`config.mk`:
```
export PLATFORM = sky130hd
export DESIGN_NAME = der_tlv_stream_parser_top
export DESIGN_NICKNAME = d
export VERILOG_FILES = /design/src/rtl/dtlv_pkg.sv /design/src/rtl/dtlv_step.sv /design/src/rtl/der_tlv_stream_parser_top.sv
export SDC_FILE = /design/constraint.sdc
export NUM_CORES = 1
export LEC_CHECK = 0
export BUFFER_PORTS_ARGS = -buffer_cell sky130_fd_sc_hd__buf_4
export CAP_MARGIN = 10
export CORE_ASPECT_RATIO = 0.75
export CORE_MARGIN = 2
export CORE_UTILIZATION = 35
export CTS_BUF_LIST = sky130_fd_sc_hd__clkbuf_4 sky130_fd_sc_hd__clkbuf_8
export CTS_CLUSTER_DIAMETER = 150
export DETAILED_ROUTE_END_ITERATION = 10
export PLACE_DENSITY_LB_ADDON = 0.15
export SLEW_MARGIN = 20
export SYNTH_ARGS = -nofsm -noshare
export SYNTH_HDL_FRONTEND = slang
export SYNTH_SLANG_ARGS = --single-unit
export TNS_END_PERCENT = 1
```
`constraint.sdc`:
```
create_clock -name clk_i -period 9.79 [get_ports clk_i]
set_input_delay 0.979 -clock clk_i [delete_from_list [all_inputs] [get_ports clk_i]]
set_output_delay 0.979 -clock clk_i [all_outputs]
set_load 0.01 [all_outputs]
```
`src/rtl/dtlv_pkg.sv`:
```
// Package for the DER-coded TLV stream parser.
// Holds the word types, byte role and status codes and shared constants; no dependencies.
`timescale 1ns / 1ps

package dtlv_pkg;

  // Default for the widest long-form field, in bytes after the prefix.
  localparam int unsigned MaxLongBytesDefault = 4;

  localparam logic [7:0]  LongFlag   = 8'h80;
  localparam logic [7:0]  TagMax     = 8'hff;
  localparam logic [15:0] LenMax     = 16'hffff;
  localparam logic [31:0] AccSatMark = 32'h00ff_ffff;

  typedef enum logic [1:0] {
    PhTag = 2'd0,
    PhLen = 2'd1,
    PhVal = 2'd2,
    PhRsv = 2'd3
  } phase_e;

  typedef enum logic [1:0] {
    KindTag     = 2'd0,
    KindLength  = 2'd1,
    KindValue   = 2'd2,
    KindDiscard = 2'd3
  } byte_kind_e;

  typedef enum logic [2:0] {
    StOk        = 3'd0,
    StTruncated = 3'd1,
    StBadCount  = 3'd2,
    StTagLarge  = 3'd3,
    StLenLarge  = 3'd4,
    StTooLong   = 3'd5
  } status_e;

  typedef struct packed {
    logic [7:0] data_byte;
    logic       last_byte;
  } in_word_t;

  typedef struct packed {
    logic [1:0]  byte_kind;
    logic [15:0] value_offset;
    logic [7:0]  current_tag;
    logic [15:0] current_length;
    logic        element_done;
    logic [15:0] elem_size;
    logic [2:0]  status;
    logic        payload_end;
  } out_word_t;

endpackage

```
`src/rtl/dtlv_step.sv`:
```
// Parser state registers and the per-byte next-state and result logic.
// Depends on dtlv_pkg for word types and codes.
`timescale 1ns / 1ps

module dtlv_step import dtlv_pkg::*; #(
  parameter int unsigned MAX_LONG_BYTES = MaxLongBytesDefault
) (
  input  logic      clk_i,
  input  logic      rst_ni,
  input  logic      go_i,
  input  in_word_t  word_i,
  output out_word_t word_o
);

  localparam int unsigned LeftW = $clog2(MAX_LONG_BYTES + 1);

  logic [1:0]       phase_q, phase_d;
  logic             long_q, long_d;
  logic [LeftW-1:0] left_q, left_d;
  logic [31:0]      acc_q, acc_d;
  logic [7:0]       tag_q, tag_d;
  logic [15:0]      len_q, len_d;
  logic [15:0]      vseen_q, vseen_d;
  logic [15:0]      ecount_q, ecount_d;
  logic [16:0]      pcount_q, pcount_d;
  logic [2:0]       err_q, err_d;

  always_comb begin
    logic [1:0]       kind;
    logic [15:0]      off;
    logic [15:0]      raw;
    logic [7:0]       tag_out;
    logic [15:0]      len_out;
    logic             done;
    logic             fin_en;
    logic [31:0]      fin_v;
    logic [6:0]       cnt;
    logic [7:0]       b;
    logic             last;

    b        = word_i.data_byte;
    last     = word_i.last_byte;
    phase_d  = phase_q;
    long_d   = long_q;
    left_d   = left_q;
    acc_d    = acc_q;
    tag_d    = tag_q;
    len_d    = len_q;
    vseen_d  = vseen_q;
    ecount_d = ecount_q;
    pcount_d = pcount_q;
    err_d    = err_q;
    kind     = KindDiscard;
    off      = '0;
    raw      = '0;
    tag_out  = '0;
    len_out  = '0;
    done     = 1'b0;
    fin_en   = 1'b0;
    fin_v    = '0;
    cnt      = b[6:0];

    if (err_q == StOk) begin
      if (!pcount_q[16]) begin
        pcount_d = pcount_q + 17'd1;
      end
      if (pcount_d[16]) begin
        err_d = StTooLong;
      end else begin
        if (ecount_q != 16'hffff) begin
          ecount_d = ecount_q + 16'd1;
        end
        if (phase_q == PhVal) begin
          kind    = KindValue;
          off     = vseen_q;
          vseen_d = vseen_q + 16'd1;
          if (vseen_d >= len_q) begin
            done    = 1'b1;
            phase_d = PhTag;
          end
        end else begin
          // The reserved phase code behaves as the tag phase.
          phase_d = (phase_q == PhLen) ? PhLen : PhTag;
          kind    = (phase_d == PhLen) ? KindLength : KindTag;
          if (long_q) begin
            acc_d = (acc_q > AccSatMark) ? 32'hffff_ffff : {acc_q[23:0], b};
            if (left_q != '0) begin
              left_d = left_q - LeftW'(1);
            end
            if (left_d == '0) begin
              long_d = 1'b0;
              fin_en = 1'b1;
              fin_v  = acc_d;
            end
          end else if ((b & LongFlag) != 8'd0) begin
            if (last) begin
              err_d = StTruncated;
            end else if (cnt == 7'd0 || cnt > 7'(MAX_LONG_BYTES)) begin
              err_d = StBadCount;
            end else begin
              long_d = 1'b1;
              left_d = cnt[LeftW-1:0];
              acc_d  = '0;
            end
          end else begin
            fin_en = 1'b1;
            fin_v  = {24'd0, b};
          end

          // A tag or length field has been fully decoded.
          if (fin_en) begin
            if (phase_d == PhLen) begin
              if (fin_v > {16'd0, LenMax}) begin
                err_d = StLenLarge;
              end else begin
                len_d   = fin_v[15:0];
                vseen_d = '0;
                if (fin_v == 32'd0) begin
                  phase_d = PhTag;
                  done    = 1'b1;
                end else begin
                  phase_d = PhVal;
                end
              end
            end else begin
              if (fin_v > {24'd0, TagMax}) begin
                err_d = StTagLarge;
              end else begin
                tag_d   = fin_v[7:0];
                phase_d = PhLen;
              end
            end
          end
        end
        if (done) begin
          raw      = ecount_d;
          ecount_d = '0;
        end
      end

      if (err_d != StOk) begin
        phase_d = PhTag;
        long_d  = 1'b0;
        left_d  = '0;
        done    = 1'b0;
        raw     = '0;
      end else begin
        if (phase_d != PhTag || done) tag_out = tag_d;
        if (phase_d == PhVal || done) len_out = len_d;
      end
    end

    // Ending off an element boundary is a truncation.
    if (last && err_d == StOk && (phase_d != PhTag || long_d)) begin
      err_d = StTruncated;
    end

    word_o.byte_kind      = kind;
    word_o.value_offset   = off;
    word_o.current_tag    = tag_out;
    word_o.current_length = len_out;
    word_o.element_done   = done;
    word_o.elem_size      = raw;
    word_o.status         = err_d;
    word_o.payload_end    = last;

    // The parser starts afresh after the final byte of a payload.
    if (last) begin
      phase_d  = PhTag;
      long_d   = 1'b0;
      left_d   = '0;
      acc_d    = '0;
      tag_d    = '0;
      len_d    = '0;
      vseen_d  = '0;
      ecount_d = '0;
      pcount_d = '0;
      err_d    = StOk;
    end
  end

  always_ff @(posedge clk_i or negedge rst_ni) begin
    if (!rst_ni) begin
      phase_q  <= PhTag;
      long_q   <= 1'b0;
      left_q   <= '0;
      acc_q    <= '0;
      tag_q    <= '0;
      len_q    <= '0;
      vseen_q  <= '0;
      ecount_q <= '0;
      pcount_q <= '0;
      err_q    <= StOk;
    end else if (go_i) begin
      phase_q  <= phase_d;
      long_q   <= long_d;
      left_q   <= left_d;
      acc_q    <= acc_d;
      tag_q    <= tag_d;
      len_q    <= len_d;
      vseen_q  <= vseen_d;
      ecount_q <= ecount_d;
      pcount_q <= pcount_d;
      err_q    <= err_d;
    end
  end

endmodule

```
`src/rtl/der_tlv_stream_parser_top.sv`:
```
// Top level of the DER-coded TLV stream parser: input register, parser step, result register.
// Depends on dtlv_pkg and dtlv_step.
`timescale 1ns / 1ps

// Channel   Direction  Handshake                  Word
// in        input      in_valid_i / in_stall_o    in_word_t  (data_byte, last_byte)
// out       output     out_valid_o / out_stall_i  out_word_t (role, tag, length, status ...)
//
// One byte is taken per cycle when the output is not stalled; each byte's result word is
// presented from the result register. The rate is set by the single parser state update,
// which runs once per byte between the input register and the result register.
// Reset clears the parser to the tag phase with no error and empties both registers.
// A stalled result holds in the result register while one more byte waits in the input
// register; only then is the input stalled.

module der_tlv_stream_parser_top import dtlv_pkg::*; #(
  parameter int unsigned MAX_LONG_BYTES = MaxLongBytesDefault
) (
  input  logic      clk_i,
  input  logic      rst_ni,
  input  logic      in_valid_i,
  output logic      in_stall_o,
  input  in_word_t  in_data_i,
  output logic      out_valid_o,
  input  logic      out_stall_i,
  output out_word_t out_data_o
);

  logic      in_full_q, in_full_d;
  in_word_t  in_q;
  logic      out_valid_q, out_valid_d;
  out_word_t out_q;
  out_word_t step_word;
  logic      step_go;
  logic      in_take;

  // The held byte is processed whenever the result register is free or being emptied.
  assign step_go    = in_full_q && (!out_valid_q || !out_stall_i);
  assign in_stall_o = in_full_q && !step_go;
  assign in_take    = in_valid_i && !in_stall_o;

  assign in_full_d   = in_take || (in_full_q && !step_go);
  assign out_valid_d = step_go || (out_valid_q && out_stall_i);

  always_ff @(posedge clk_i or negedge rst_ni) begin
    if (!rst_ni) begin
      in_full_q   <= 1'b0;
      out_valid_q <= 1'b0;
    end else begin
      in_full_q   <= in_full_d;
      out_valid_q <= out_valid_d;
    end
  end

  // Payload registers load only on a transfer and need no reset.
  always_ff @(posedge clk_i) begin
    if (in_take) begin
      in_q <= in_data_i;
    end
    if (step_go) begin
      out_q <= step_word;
    end
  end

  dtlv_step #(
    .MAX_LONG_BYTES(MAX_LONG_BYTES)
  ) u_step (
    .clk_i  (clk_i),
    .rst_ni (rst_ni),
    .go_i   (step_go),
    .word_i (in_q),
    .word_o (step_word)
  );

  assign out_valid_o = out_valid_q;
  assign out_data_o  = out_q;

endmodule
```
Word-level counts from Yosys, hierarchy flattened
Cells that the tools add are included.
{"block": "totals", "register_bits": 188, "mem_bits_rw": 0, "latch_bits": 0, "romBits": 0, "mem_count": 0}
{"block": "op_classes", "order_cmp": 5, "add_sub_neg": 4, "mux": 112, "n_bitwise": 5, "shifts": 0, "div_mod_pow": 0, "mul": 0, "n_reduce_logical": 44, "eq_ne": 13}
{"operator": "two-way mux 32 bit", "count": 13}
{"operator": "two-way mux 16 bit", "count": 19}
{"operator": "two-way mux 3 bit", "count": 27}
{"operator": "two-way mux 17 bit", "count": 4}
{"operator": "two-way mux 8 bit", "count": 7}
{"operator": "adder 16 x 1 -> 16 bit, second input constant", "count": 2}
{"operator": "greater-than comparator 32 x 16 -> 1 bit, second input constant", "count": 1}
{"operator": "greater-than comparator 32 x 24 -> 1 bit, second input constant", "count": 1}
{"operator": "greater-than comparator 32 x 8 -> 1 bit, second input constant", "count": 1}
{"operator": "zero test 32 bit", "count": 1}
{"operator": "two-way mux 1 bit", "count": 29}
{"operator": "two-way mux 2 bit", "count": 12}
{"operator": "AND reduction 6 bit", "count": 3}
{"operator": "adder 17 x 1 -> 17 bit, second input constant", "count": 1}
{"operator": ">= comparator 16 bit", "count": 1}
{"operator": "!= test 16 bit, second input constant", "count": 1}
{"operator": "nonzero test 3 bit", "count": 5}
{"operator": "OR reduction 3 bit", "count": 4}
{"operator": "zero test 3 bit", "count": 3}
{"operator": "greater-than comparator 7 x 3 -> 1 bit, second input constant", "count": 1}
{"operator": "zero test 7 bit", "count": 1}
{"operator": "logical OR 1 bit", "count": 7}
{"operator": "two-way mux 7 bit", "count": 1}
{"operator": "logical AND 1 bit", "count": 6}
{"operator": "other kinds (15)", "count": 32}

Depth between registers and ports, before layout
{"block": "logic_depth", "ltp_word": 27, "depth_mapped": 16}

Hierarchy
A second synthesis with hierarchy kept.
{"block": "hier_totals", "hier_cells": 932, "hier_area_um2": 9466.6}
{"module": "dtlv_step", "cells_each": 852, "seq_area_each_um2": 2852.7, "area_each_um2": 7211.9, "instances": 1}
{"module": "der_tlv_stream_parser_top", "cells_each": 80, "seq_area_each_um2": 2212.1, "area_each_um2": 2254.7, "instances": 1}

Least setup slack after synthesis
No wires, ideal clock.
{"block": "synth_timing", "path_kind": "input -> register", "start": "in out_stall_i", "end": "reg u_step.pcount_q[8]", "arrival_ns": 4.358, "setup_ns": 0.129, "path_stages": 9, "n_path_buf": 1, "path_slack_ns": 5.303, "path_cell_list": "nand2_1 nand2_1 inv_1 buf_1 o21ai_1 nor2_1 a31oi_1 o21ai_0 o41ai_1"}
{"block": "synth_via", "elab_chain_cells": 4}
{"item": "from (decl)", "line": "der_tlv_stream_parser_top.sv:25", "rtl": "input logic out_stall_i,"}
{"item": "zero test 1 bit", "line": "der_tlv_stream_parser_top.sv:38", "rtl": "assign step_go = in_full_q && (!out_valid_q || !out_stall_i);"}
{"item": "logical OR 1 bit", "line": "der_tlv_stream_parser_top.sv:38"}
{"item": "logical AND 1 bit", "line": "der_tlv_stream_parser_top.sv:38"}
{"item": "net step_go", "line": "der_tlv_stream_parser_top.sv:34", "rtl": "logic step_go;"}
{"item": "AND reduction 3 bit (no source line)"}
{"item": "to (signal assigned)", "line": "dtlv_step.sv:203", "rtl": "pcount_q <= pcount_d;"}
{"item": "to (decl)", "line": "dtlv_step.sv:25", "rtl": "logic [16:0] pcount_q, pcount_d;"}
The timed path passes the listed nets, and every way through them passes these cells.
A chain may end at the register's enable or synchronous reset.

Worst setup path after layout
{"block": "layout_timing", "start": "reg u_step.vseen_q[2]", "end": "reg u_step.ecount_q[7]"}
{"block": "layout_via", "elab_chain_cells": 10}
{"item": "from (decl)", "line": "dtlv_step.sv:23", "rtl": "logic [15:0] vseen_q, vseen_d;"}
{"item": "from (signal assigned)", "line": "dtlv_step.sv:201", "rtl": "vseen_q <= vseen_d;"}
{"item": "adder 16 x 1 -> 16 bit", "line": "dtlv_step.sv:76", "rtl": "vseen_d = vseen_q + 16'd1;"}
{"item": ">= comparator 16 bit", "line": "dtlv_step.sv:77", "rtl": "if (vseen_d >= len_q) begin"}
{"item": "two-way mux 1 bit", "line": "dtlv_step.sv:77"}
{"item": "two-way mux 1 bit", "line": "dtlv_step.sv:73", "rtl": "if (phase_q == PhVal) begin"}
{"item": "two-way mux 1 bit", "line": "dtlv_step.sv:67", "rtl": "if (pcount_d[16]) begin"}
{"item": "two-way mux 1 bit", "line": "dtlv_step.sv:63", "rtl": "if (err_q == StOk) begin"}
{"item": "two-way mux 16 bit", "line": "dtlv_step.sv:135", "rtl": "if (done) begin"}
{"item": "two-way mux 16 bit", "line": "dtlv_step.sv:67"}
{"item": "two-way mux 16 bit", "line": "dtlv_step.sv:63"}
{"item": "two-way mux 16 bit", "line": "dtlv_step.sv:168", "rtl": "if (last) begin"}
{"item": "to (signal assigned)", "line": "dtlv_step.sv:202", "rtl": "ecount_q <= ecount_d;"}
{"item": "to (decl)", "line": "dtlv_step.sv:24", "rtl": "logic [15:0] ecount_q, ecount_d;"}
No other way between the ends. The select of a mux whose other input is x is not followed.

==> flow_metrics.tcl <==
set metrics [dict create \
    run_status "complete, no violations" \
    drt-initial-drc-count 512 \
    remaining_drc_errors 0 \
    synth-edff-count 72 \
    layout.cells.most_common_list "121 x sky130_fd_sc_hd__nand2_1, 116 x sky130_fd_sc_hd__dfrtp_1, 95 x sky130_fd_sc_hd__o21ai_0, 85 x sky130_fd_sc_hd__nor2_1, 85 x sky130_fd_sc_hd__buf_4" \
    tritoncts_sinks 188 \
    critPathMaxStageDelay_ps 760 \
    first_global_vias 6806 \
    initial_utilization 0.355 \
    worst_hold_path_type "input port to asynchronous set/reset pin" \
    layout.nets 1035 \
    tightestPinTransition_ps 997 \
    aggregate_global_routing_overflow 0 \
    crit_path_top_delay_cell "sky130_fd_sc_hd__a21oi_2" \
    postCtsSetupBuffers 0 \
    detail_route.vias_per_cell 5.23 \
    ant_nets 0 \
    finalCriticalPeriod_ps 4430 \
    fp.dieArea_mm2 0.0287 \
    design_power_total_uw 1830 \
    layout-drive-gt1-share 0.176 \
    maximum_achievable_frequency_ghz 0.226 \
    final_common_cell "sky130_fd_sc_hd__nand2_1" \
    clk_path_buf_depth 2 \
    die-width_um 195 \
    r2r_start "u_step.vseen_q[2]" \
    maximum_number_of_pins_on_one_net_before_global_route_repair 75 \
    synth_largest_type_area_fraction 0.303 \
    setup_viol_count_final 0 \
    ys_types 74 \
    syn-num-nets 974 \
    maxCapViolCount 0 \
    critical_path.reg2reg.endpoint "u_step.ecount_q[7]" \
    cts-buffers-inserted 17 \
    slew_violations 0 \
    h_tree_depth 4 \
    crit_path_cell_trace "and4_1 -> nand2_1 -> nor2_1 -> nand3_1 -> xnor2_1 -> ha_1 -> a21o_1 -> a211o_1 -> a2111oi_1 -> o41ai_1 -> a221o_1 -> a21oi_2 -> and3_1 -> a221o_1" \
    power-per-cell-area_mw_per_mm2 169 \
    worstPathRequired_ps 10210 \
    cts_tree "done" \
    die_h_um 147 \
    async_reset_ff_frac 0.617 \
    finalSetupTns_ps 0 \
    post-dp-hpwl_um 16500 \
    ys.warnings.count 0 \
    regToRegSetupSlack_ps 5360 \
    syn2layout_area_growth_pct 13.4 \
    gr-usage-all-layers 0.171 \
    reg2reg_depth 14 \
    insertedDiodeCount 0 \
    critical_path.endpoint_type "register" \
    min_period_over_period 0.453 \
    fp-row-count 52 \
    netlist_area_mm2 0.00957 \
    buffer_ports.inserted 77 \
    grt_first_pass_wirelength_um 38300 \
    detailroute.via_count 7127 \
    timing.critical_path.from_type "register" \
    critPathMaxFanout 22 \
    crit_top_cell "sky130_fd_sc_hd__a221o_1" \
    netlist_instances 939 \
    worst-setup-path-type "register to register" \
    grt_antenna_before_repair 1 \
    wire_per_inst_um 17.4 \
    ys_top_cells_by_area "sky130_fd_sc_hd__dfrtp_1 30%, sky130_fd_sc_hd__edfxtp_1 23%, sky130_fd_sc_hd__o21ai_0 5.0%, sky130_fd_sc_hd__nand2_1 4.7%, sky130_fd_sc_hd__nor2_1 3.3%" \
    path_clk_slew_ps 110 \
    hold_violations 0 \
    cp.arrival_ps 4850 \
    synth_ff_type "sky130_fd_sc_hd__dfrtp_1" \
    leakagePower_uw 0.00440 \
    core_region_area_mm2 0.0269 \
    synth.largest_area_cell "sky130_fd_sc_hd__dfrtp_1" \
    gp_routability_congestion 0.818 \
    clk-insertion-delay-late_ps 490 \
    synth_sequential_area_ratio 0.529 \
    root_buffer "sky130_fd_sc_hd__clkbuf_8" \
    first_pass_iters 5 \
    post_cts_resized 0 \
    ios 78 \
    max_ir_drop_vdd_uv 85.0 \
    synth-seq-cells 188 \
    post_synth.cell_area_avg_um2 10.2 \
    postRouteWirelength_um 23800 \
    finClkSkew_ps 16.9 \
    cts_hold_buf 0 \
    timing.max_slew.rel_slack 0.336 \
    setup_repair_after_global_routing_missed_its_margin "false" \
]
==> stage by stage <==
step | std cells | utilization | hold WS [ps] | setup slack, ps | area (um^2)
detailed placement | 1332 | 0.387 | 480 | 5460 | 10400
floorplan | 939 | - | 424 | 5300 | 9570
global route | 1364 | 0.403 | 505 | 4980 | 10900
CTS | 1364 | 0.403 | 482 | 5390 | 10900
global placement | 1332 | 0.387 | 469 | 5680 | 10400
finish | 1364 | 0.403 | 490 | 5360 | 10900
==> per-layer routing <==
metal | GRT usage | vias up | routed length (um)
met5 | 0 | - | 0
met4 | 0.0481 | 0 | 272
met3 | 0.0328 | 21 | 973
met2 | 0.238 | 156 | 9980
met1 | 0.266 | 3430 | 12500
li1 | - | 3520 | -
==> worst max path at each step <==
stage	slack (ps)	end	from	cells past startpoint
after CTS	5390	u_step.ecount_q[7]	u_step.vseen_q[2]	14
final	5360	u_step.ecount_q[7]	u_step.vseen_q[2]	14
after global routing	4980	u_step.ecount_q[7]	u_step.vseen_q[2]	14
after floorplan	5300	u_step.pcount_q[8]	out_stall_i	9
after global placement	5680	u_step.ecount_q[7]	u_step.vseen_q[2]	14
after detailed placement	5460	u_step.ecount_q[4]	u_step.vseen_q[2]	14
==> cell families after synthesis <==
family                     synth area share
adders and majority gates            0.0288
muxes                                0.0105
xor gates and xnor gates             0.0293
and+or+nand+nor                       0.196
DFF                                   0.529
buffers and inverters                0.0379
AOI/OAI and AO/OA                     0.168
==> cell usage after synthesis, drive strengths merged, types with 2 or more instances <==
cell type  instances
or2                9
a211oi             2
a22o              19
and2               4
and3              22
o211ai             3
nor2              98
or3                9
a221o              6
a32oi              3
nand4             13
nor2b              6
dfrtp            116
inv               32
mux2i             10
xnor2             12
a221oi             2
a21oi             41
nor4              13
nor3b              2
nor3              17
o22ai              5
o21a               3
nand3             37
o21ai            114
clkbuf            23
edfxtp            72
buf               20
nand2b             6
a21o               9
a31oi              7
ha                22
o2bb2ai            2
o31ai             13
xor2              20
o41ai              3
nand2            126
or4                2
o2111ai            3
nand3b             2
==> registers in the layout, indices dropped and copies added (netlist names) <==
name             flops
u_step.tag_q         8
u_step.len_q        16
out_valid_o          1
u_step.phase_q       2
in_q                 9
u_step.acc_q        32
u_step.pcount_q     17
out_data_o          63
in_full_q            1
u_step.err_q         3
u_step.vseen_q      16
u_step.ecount_q     16
u_step.left_q        3
u_step.long_q        1
==> critical path, delay by kind of cell (launching register included) <==
family | cells | cell delay, ps
compound gates | 7 | 2360
fa+ha+maj | 1 | 300
simple gates | 5 | 950
flops | 1 | 470
xor+xnor | 1 | 250
==> area by class of cell <==
| class | instances | area (um^2) |
|---|---|---|
| inverters | 32 | 121 |
| multi-input cells | 676 | 4150 |
| flip-flops and latches | 188 | 5060 |
| repair buffers | 85 | 638 |
| fillers | 2666 | 16100 |
| clock inverters | 15 | 205 |
| well taps | 351 | 439 |
| clock buffers | 17 | 234 |
==> power by group <==
| part | switching [uW] | internal (uW) |
|---|---|---|
| combinational | 238 | 109 |
| sequential | 36.6 | 870 |
| clock | 314 | 263 |
(Power assumes the default switching activity.)
